==> src/sv/tes_pkg.sv <==
// Package with the shared word types and constants of the triangle element stiffness block.
`timescale 1ns / 1ps
package tes_pkg;

   localparam int COORD_FIELD_W = 32;
   localparam int COEF_FIELD_W  = 48;
   localparam int AREA_W        = 64;

   // Binary point shifts of the three kinds of quotient.
   localparam int K_SHIFT     = 23;
   localparam int ALPHA_SHIFT = 24;
   localparam int SLOPE_SHIFT = 40;

   // Divider lanes of one row.
   localparam int LANES       = 6;
   localparam int LANE_K0     = 0;
   localparam int LANE_K1     = 1;
   localparam int LANE_K2     = 2;
   localparam int LANE_ALPHA  = 3;
   localparam int LANE_BETA   = 4;
   localparam int LANE_GAMMA  = 5;

   localparam logic [AREA_W-1:0] AREA_MAX = {1'b0, {(AREA_W-1){1'b1}}};
   localparam logic [AREA_W-1:0] AREA_MIN = {1'b1, {(AREA_W-1){1'b0}}};

   typedef enum logic [1:0] {
      ROW_V0 = 2'd0,
      ROW_V1 = 2'd1,
      ROW_V2 = 2'd2
   } row_type;

   typedef struct packed {
      logic signed [COORD_FIELD_W-1:0] vertex_x0;
      logic signed [COORD_FIELD_W-1:0] vertex_y0;
      logic signed [COORD_FIELD_W-1:0] vertex_x1;
      logic signed [COORD_FIELD_W-1:0] vertex_y1;
      logic signed [COORD_FIELD_W-1:0] vertex_x2;
      logic signed [COORD_FIELD_W-1:0] vertex_y2;
   } req_type;

   typedef struct packed {
      logic [1:0]                     row_vertex;
      logic signed [COEF_FIELD_W-1:0] stiff_col0;
      logic signed [COEF_FIELD_W-1:0] stiff_col1;
      logic signed [COEF_FIELD_W-1:0] stiff_col2;
      logic signed [COEF_FIELD_W-1:0] shape_const;
      logic signed [COEF_FIELD_W-1:0] shape_dx;
      logic signed [COEF_FIELD_W-1:0] shape_dy;
      logic signed [AREA_W-1:0]       twice_area;
      logic                           degenerate;
      logic                           last_row;
   } rsp_type;

   // Per-row information that travels beside the divider lanes.
   typedef struct packed {
      logic              valid;
      row_type           row;
      logic              last;
      logic              degen;
      logic [AREA_W-1:0] area;
   } side_type;

endpackage

==> src/sv/tes_front.sv <==
// Input register that takes one element and hands out its three vertex rows, one per cycle.
`timescale 1ns / 1ps
module tes_front (
   input  logic             clock,
   input  logic             reset,
   input  logic             start,
   output logic             busy,
   input  tes_pkg::req_type req_data,
   output logic             row_vld,
   output tes_pkg::row_type row,
   output tes_pkg::req_type item
);

   tes_pkg::req_type item_ff, item_in;
   logic             vld_ff, vld_in;
   tes_pkg::row_type row_ff, row_in;
   logic             accept;

   // The element may be replaced while its last row goes out.
   assign busy   = vld_ff && (row_ff != tes_pkg::ROW_V2);
   assign accept = start && !busy;

   always_comb begin
      item_in = item_ff;
      vld_in  = vld_ff;
      row_in  = row_ff;
      if (accept) begin
         item_in = req_data;
         vld_in  = 1'b1;
         row_in  = tes_pkg::ROW_V0;
      end else if (vld_ff) begin
         case (row_ff)
            tes_pkg::ROW_V0: row_in = tes_pkg::ROW_V1;
            tes_pkg::ROW_V1: row_in = tes_pkg::ROW_V2;
            default: begin
               row_in = tes_pkg::ROW_V0;
               vld_in = 1'b0;
            end
         endcase
      end
   end

   always_ff @(posedge clock) begin
      item_ff <= item_in;
      if (reset) begin
         vld_ff <= 1'b0;
         row_ff <= tes_pkg::ROW_V0;
      end else begin
         vld_ff <= vld_in;
         row_ff <= row_in;
      end
   end

   assign row_vld = vld_ff;
   assign row     = row_ff;
   assign item    = item_ff;

endmodule

==> config.mk <==
export PLATFORM = sky130hd
export DESIGN_NAME = tes_front
export DESIGN_NICKNAME = d
export VERILOG_FILES = /design/src/sv/tes_pkg.sv /design/src/sv/tes_front.sv
export SDC_FILE = /design/constraint.sdc
export NUM_CORES = 1
export LEC_CHECK = 0
export BUFFER_PORTS_ARGS = -buffer_cell sky130_fd_sc_hd__buf_2
export CAP_MARGIN = 5
export CORE_AREA = 2 2 151 153
export CTS_BUF_LIST = sky130_fd_sc_hd__clkbuf_8
export DETAILED_ROUTE_END_ITERATION = 6
export DIE_AREA = 0 0 153 155
export HOLD_SLACK_MARGIN = 0.06
export RECOVER_POWER = 100
export SETUP_SLACK_MARGIN = 0.4
export SYNTH_ARGS = -nofsm -noshare
export SYNTH_HDL_FRONTEND = slang
export SYNTH_SLANG_ARGS = --single-unit
==> constraint.sdc <==
create_clock -name clock -period 34.4 [get_ports clock]
set_clock_uncertainty 0.15 [all_clocks]
set_input_delay 5.16 -clock clock [delete_from_list [all_inputs] [get_ports clock]]
set_output_delay 5.16 -clock clock [all_outputs]
set_load 0.005 [all_outputs]
## Yosys cells after proc, flatten, opt, wreduce, memory -nomap -nowiden

Index checks and enable logic that the tools add are counted.
Widths: inputs -> output; s select.

- $add $sub $neg: 0
- Multiply operators: 0
- Div/mod/pow operators: 0
- Magnitude comparators: 0
- Eq/ne operators: 2
- Shift-type cells: 0
- Mux-type cells: 4
- Bitwise logic cells: 0
- Reductions and logical operators: 6

Operators by type and width:

| kind | count |
|---|---|
| $pmux 2 s2 | 1 |
| $reduce_or 2->1 | 2 |
| $mux 1 | 3 |
| $eq 2x1->1 const B | 1 |
| $logic_and 1x1->1 | 2 |
| $logic_not 2->1 | 1 |
| $ne 2x2->1 const B | 1 |
| $logic_not 1->1 | 1 |

- Bits in registers: 195
- Bits in latches: 0
- RAM bits: 0
- Bits in read-only memories: 0
- Input port bits: 195
- Output and inout port bits: 196
- Word-level logic and storage cells: 20
- Memories: 0

## Depth between registers and ports, before layout

Gate-level depths: netlist of run 1.

- Word-level depth: 5
- Depth in mapped cells: 2
- Mapped depth without buffers: 2

## Least setup slack after synthesis of run 1

Ideal clock, no wire load.

- Path kind: input to register
- Start: input port start
- End: register item_ff (netlist bit item[0]) (enable)
- Setup time: 1.040 ns
- Data arrival time: 18.995 ns
- Required time: 33.210 ns
- Path slack: 14.215 ns
- Stages: 1
- Path buffers: 0
- Cells stage by stage: a21boi_0

- Cells in the longest elaborated chain, start to end: 1

Ends and longest elaborated chain:

| element | line | text |
|---|---|---|
| start, declared | tes_front.sv:6 | `input logic start,` |
| $logic_and 1x1->1 | tes_front.sv:21 | `assign accept = start && !busy;` |
| end signal, assigned | tes_front.sv:44 | `item_ff <= item_in;` |
| end, declared | tes_front.sv:14 | `tes_pkg::req_type item_ff, item_in;` |

No other way between the ends.
A chain may end at the register's enable or synchronous reset.

## Worst setup path after layout of run 1

- Start: input port start
- End: register item_ff (netlist bit item[73]) (enable)

- Cells in the longest elaborated chain, start to end: 1

Ends and longest elaborated chain:

| element | line | text |
|---|---|---|
| $logic_and 1x1->1 | tes_front.sv:21 |  |
| via accept | tes_front.sv:17 | `logic accept;` |

The timed path passes the listed nets, and every way through them passes these cells.

==> metrics, run 1 <==
first-pass GRT wire length=21100 um; crit path kind=in -> reg; Pwr Density=53.7 mW/mm^2; total of max-cap violations=3; CTS Buf Count=17; Chip Height=155 um; total gr overflow=0; Initial Utilization=26.6%; Tmin final=10.74 ns; Placeable Area=0.0222 sq mm; Reg clk slew, reported paths=0.10 ns; area of the multi-input gates=82.6 sq um; H-tree levels=4; worst-skew pair later-pin latency=0.44 ns; design area=0.00840 sq mm; crit path capture type=flip-flop; FMAX=93.1 MHz; DIE WIDTH=153 um; net switching fraction of the power=23.4%; I/O pin count=391; Port Buffers=390; Hold Violations, Final=0; failing checks=capacitance limit, slew limit; clock tree root buffer cell=clkbuf_8; Die ar.=0.0237 sq mm; layout cell share with drive strength beyond 1=43.7%; Final nets=813; VDD IR max=21.8 uV; overall power=0.451 mW; remaining antenna violation count=0; routability cong.=0.748; Global Route Usage Sum=12.1%; number of global-route vias before repair=3582; Hold/Removal Path Class=reg -> reg; status=finished, violations left; Post-Syn Area=0.00591 sq mm; Max transition margin=-173%; cell count after synthesis=206; DR DRC count=0; top post-synthesis cells by count=192 x edfxtp_1, 3 x dfxtp_1, 2 x a21oi_1; Clock Tree Buf Depth=2; type of origin of the critical path=input port; First-pass DRT Iterations=4; Yosys top cell area share=97.6%; RSZ-0062 raised after global routing=false; internal power=0.346 mW; share of total power in sequential cells=62.7%; async set-reset flop share out of synthesis=0%; syn_nets=401; register cell area after layout=0.00583 sq mm; clk sink count=195; slew of the pin with the lowest slew margin=4.09 ns; row count=55; Setup Total Neg Slack=0 ns; crit-path max cell delay=2.21 ns; Worst Path Required=34.25 ns; initial drt markers=203; clock network fraction of design power=30.3%; final setup fails=0; post-synth top area cell=edfxtp_1; max-slew violation count=188; initial antenna violation count=4; Post-CTS Hold Buffers=0; routed len/inst=16.6 um; CTS tree=done; crit path max-delay cell type=clkbuf_1; combinational power share=6.9%; Synth area leaders=edfxtp_1 98%, dfxtp_1 1.0%, a21bo_2 0.17%, a21oi_1 0.17%, or4b_1 0.17%; leakage=3.20 nW; post_cts resized=0; FILL cells=2204; number of synthesized flops with an enable pin=192; most frequent cell after synthesis=edfxtp_1; post-synthesis cell type count=12; Crit path top cell by count=clkbuf_1; final core utilization=37.8%; Tcrit/Tclk final=31.2%; Area after DPL=0.00825 sq mm; Net Switching=0.106 mW; main flop type after synthesis=edfxtp_1; postcts setup bufs=0; largest net degree at the start of global routing=78; Via density=3.90; post-synthesis average cell area=28.7 sq um; CP top delay family=buffers and inverters; Seq/Total Area, Yosys=98.6%; hpwl dp=11700 um; CP bufs+invs=3; #FFs+latches synth=195; Warnings, synthesis=0; Cell Chain, Critical Path=clkbuf_1, a21boi_0, clkbuf_1, clkbuf_1; crit-path max FO=56; Post-Route WL=15200 um; Arrival @ worst endpoint=10.58 ns; routed vias=3570; Area Overhead vs Synth=42.2%
-- routing by layer --
layer	wire length (um)	share of wire, %	track usage, %	vias up
met4	125	0.82	3.57	6
met5	37	0.24	0	-
met1	5910	39	14.0	1682
li1	-	-	-	1659
met2	7640	50	20.0	212
met3	1490	9.8	5.68	11
-- registers in the layout, summed over array words and instances, names as in the netlist --
| register | cells |
|---|---|
| item | 192 |
| row | 2 |
| row_vld | 1 |
-- worst reg2reg max path: stages, from the launching register on --
cell,delay [ns]
dfxtp_1,0.37
nand2b_1,0.17
a21boi_0,0.98
clkbuf_1,2.03
clkbuf_1,2.23
-- layout make-up --
cell class                 count  area share, %
sequential                   195           69.3
timing repair buffer         393           21.2
tap                          285           4.24
clock buffer                  17           2.78
clock inverter                14           1.44
multi-input combinational     11          0.983
antenna                        1         0.0298
-- power by group through the flow --
stage / sequential, mW / clock (mW) / combinational (mW)
2_1_floorplan: 0.298 / 0 / 0.00513
3_3_place_gp: 0.287 / 0 / 0.0344
3_5_place_dp: 0.287 / 0 / 0.0351
4_1_cts: 0.282 / 0.144 / 0.0351
5_1_grt: 0.285 / 0.152 / 0.0346
6_report: 0.283 / 0.137 / 0.0313
-- layout by cell type (no fill, tap or decap) --
cell type,instances
nand2b_1,1
o31ai_1,1
buf_2,244
inv_8,4
clkinvlp_4,1
clkinv_4,4
or3b_1,1
diode_2,1
or4b_1,1
edfxtp_1,192
dfxtp_1,3
a21boi_0,1
clkbuf_1,149
a21oi_1,2
nand3b_1,1
a21bo_2,1
or2b_1,1
clkinv_1,2
and2_2,1
clkbuf_8,17
inv_6,3
-- cells by family after synthesis --
kind of cell       Yosys count  synth area share [%]
and+or+nand+nor              6                 0.805
AOI/OAI and AO/OA            5                 0.593
DFF                        195                  98.6
-- final timing paths --
path	start	to	slack, ns	cells past startpoint
worst max register to register	row[0]	item[73]	28.00	4
worst min-delay path	row[0]	row[1]	0.42	2
worst min register to register	row[0]	row[1]	0.42	2
worst max-delay path	start	item[73]	23.66	4
-- metrics by stage --
step,setup WS (ns),cells,hold WS [ns]
after floorplan,14.22,206,0.361
after global placement,26.93,884,0.393
after detailed placement,26.87,884,0.391
after CTS,27.39,915,0.412
after global routing,22.96,915,0.457
final,23.66,916,0.416
(Power assumes the default switching activity.)
==> run 2: changes to the inputs <==
--- a/config.mk
+++ b/config.mk
@@ -5,12 +5,13 @@
 export SDC_FILE = /design/constraint.sdc
 export NUM_CORES = 1
 export LEC_CHECK = 0
+export ABC_AREA = 1
 export BUFFER_PORTS_ARGS = -buffer_cell sky130_fd_sc_hd__buf_2
 export CAP_MARGIN = 5
-export CORE_AREA = 2 2 151 153
+export CORE_AREA = 2 2 152 154
 export CTS_BUF_LIST = sky130_fd_sc_hd__clkbuf_8
 export DETAILED_ROUTE_END_ITERATION = 6
-export DIE_AREA = 0 0 153 155
+export DIE_AREA = 0 0 154 156
 export HOLD_SLACK_MARGIN = 0.06
 export RECOVER_POWER = 100
 export SETUP_SLACK_MARGIN = 0.4
==> constraint.sdc (replaced) <==
create_clock -name clock -period 10.12 [get_ports clock]
set_clock_uncertainty 0.15 [all_clocks]
set_input_delay 1.518 -clock clock [delete_from_list [all_inputs] [get_ports clock]]
set_output_delay 1.518 -clock clock [all_outputs]
set_load 0.005 [all_outputs]
==> run 2 against run 1 <==
Compared with the run above: the run still ends with capacitance limit, slew limit left; final area barely moved; total power grew to 3.4 times the previous value; synthesized area about the same; wire length fell by 1.8%; synthesized cell count is 4.4% higher; largest cell class unchanged.
==> metrics, run 2 <==
overall power=1.54 mW (+240%); Die ar.=0.0240 sq mm (+1.3%); initial antenna violation count=3 (-1); Placeable Area=0.0224 sq mm (+0.62%); post-synthesis cell type count=8 (-4); failing checks=capacitance limit, slew limit; crit path capture type=flip-flop; Tcrit/Tclk final=56.6%; Reg clk slew, reported paths=0.09 ns (about the same); type of origin of the critical path=input port; slew of the pin with the lowest slew margin=4.25 ns (+0.160 ns); postcts setup bufs=0 (unchanged); number of global-route vias before repair=3691 (+3.0%); Yosys top cell area share=97.5% (about the same); Port Buffers=390 (unchanged); Final nets=820 (+0.86%); Warnings, synthesis=0 (unchanged); min-delay src=row[0]; I/O pin count=391 (unchanged); most frequent cells in the layout=244 x buf_2, 192 x edfxtp_1, 146 x clkbuf_1, 17 x clkbuf_8, 7 x nor2_1; layout cell share with drive strength beyond 1=43.0% (-0.64 points); DR DRC count=0 (unchanged); max reg flops=192 (unchanged); Hold Path End=row[0]; total of max-cap violations=1 (-2); Post-CTS Hold Buffers=0 (unchanged); Seq/Total Area, Yosys=98.6% (about the same); H-tree levels=4 (unchanged); First-pass DRT Iterations=4 (unchanged); Post-Route WL=14900 um (-1.8%); design area=0.00840 sq mm (about the same); worst-skew pair later-pin latency=0.44 ns (about the same); routed vias=3592 (+0.62%); FILL cells=2208 (+0.18%); Post-Syn Area=0.00591 sq mm (about the same); main flop type after synthesis=edfxtp_1; first-pass GRT wire length=20700 um (-2.3%); total gr overflow=0 (unchanged); Hold Violations, Final=0 (unchanged); Max transition margin=-184% (-11 points); final setup fails=0 (unchanged); Worst Hold Path Cells=4 (+2); RR Startpoint=row[1]; Pwr Density=183 mW/mm^2 (+240%); Initial Utilization=26.4% (-0.15 points); hpwl dp=11200 um (-3.6%); post-synthesis average cell area=27.5 sq um (-4.1%); Worst Path Required=9.92 ns (-24.33 ns); CTS tree=done; row count=55 (unchanged); clk sink count=195 (unchanged); Synth area leaders=edfxtp_1 98%, dfxtp_1 1.0%, nor2_1 0.44%, inv_1 0.32%, nand2_1 0.32%; status=finished, violations left; crit path kind=in -> reg; DIE WIDTH=154 um (+0.65%); post_cts resized=0 (unchanged); routability cong.=0.785 (+5.0%); largest net degree at the start of global routing=113 (+45%); number of synthesized flops with an enable pin=192 (unchanged); top post-synthesis cells by count=192 x edfxtp_1, 7 x nor2_1, 5 x inv_1, 5 x nand2_1, 3 x dfxtp_1; commonest non-fill, non-tap cell in the layout=buf_2; VDD IR max=90.8 uV (+320%); async set-reset flop share out of synthesis=0% (unchanged); Global Route Usage Sum=11.7% (-0.41 points); cell count after synthesis=215 (+4.4%); crit-path max FO=112 (+100%); worst reg2reg path depth=5 (+1); CTS Buf Count=17 (unchanged); most frequent cell after synthesis=edfxtp_1; routed len/inst=16.1 um (-2.7%); #FFs+latches synth=195 (unchanged); RSZ-0062 raised after global routing=false; Chip Height=156 um (+0.65%); Area Overhead vs Synth=42.1% (about the same); reg-to-reg critical path endpoint=item[117]; syn_nets=410 (+2.2%); Clock Tree Buf Depth=2 (unchanged); final core utilization=37.6% (-0.24 points); Hold/Removal Path Class=reg -> reg; remaining antenna violation count=0 (unchanged); FMAX=175 MHz; clock tree root buffer cell=clkbuf_8; leakage=3.23 nW (+0.97%); Area after DPL=0.00823 sq mm (-0.20%); Tmin final=5.72 ns; worst reg2reg setup slack=5.04 ns (-22.96 ns); initial drt markers=210 (+3.4%); max-slew violation count=82 (-56%); Via density=3.89 (-0.25%); Arrival @ worst endpoint=5.52 ns (-5.06 ns); Setup Total Neg Slack=0 ns (unchanged); post-synth top area cell=edfxtp_1
run 2: cell families after synthesis:
logic type | count (synthesis) | share of synthesized area [%]
compound gates | 1 | 0.0846
simple gates | 14 | 1.04
flops | 195 | 98.6
buf+inv | 5 | 0.318
run 2: how the worst max path moves through the flow:
| stage | end | start | slack (ns) | cells past startpoint |
|---|---|---|---|---|
| detailed placement | item[108] | start | 6.25 | 4 |
| CTS | item[164] | start | 6.74 | 4 |
| finish | item[117] | start | 4.40 | 4 |
| floorplan | item[0] | start | 4.11 | 2 |
| global route | item[117] | start | 3.94 | 4 |
| global placement | item[108] | start | 6.31 | 4 |
run 2: area by class of cell:
class                           instances  area (sq um)  area share [%]
Antenna cell                            2          5.00          0.0596
Tap cell                              285           357            4.24
Clock inverter                         14           123            1.46
Multi-Input combinational cell         15          58.8           0.700
Timing Repair Buffer                  391          1770            21.1
Clock buffer                           17           234            2.78
Sequential cell                       195          5830            69.3
Inverter                                5          26.3           0.313
run 2: through the flow:
| stage | hold slack (ns) | std cells | worst slack (ns) |
|---|---|---|---|
| 2_1_floorplan | 0.384 | 215 | 4.11 |
| 3_3_place_gp | 0.381 | 891 | 6.31 |
| 3_5_place_dp | 0.395 | 891 | 6.25 |
| 4_1_cts | 0.414 | 922 | 6.74 |
| 5_1_grt | 0.457 | 923 | 3.94 |
| 6_report | 0.404 | 924 | 4.40 |
run 2: report_power, final:
| group | leakage (nW) | total, mW | internal [mW] | switching, mW |
|---|---|---|---|---|
| logic | 1.19 | 0.111 | 0.0478 | 0.0631 |
| registers | 1.85 | 0.965 | 0.952 | 0.0135 |
| clock network | 0.183 | 0.463 | 0.178 | 0.285 |
| total | 3.23 | 1.54 | 1.18 | 0.362 |
run 2: critical path, cell delays in order:
cell and delay, ns:
clkbuf_1 0.11, nand3_1 0.21, inv_8 0.56, clkbuf_1 3.03
run 2: per-layer routing:
layer  share of wire (%)  vias to the layer above  GRT usage (%)
met5               0.087                        -              0
met4                 2.4                        2           5.21
met3                  11                       21           5.58
met2                  50                      242           19.6
met1                  37                     1655           12.5
li1                    -                     1672              -
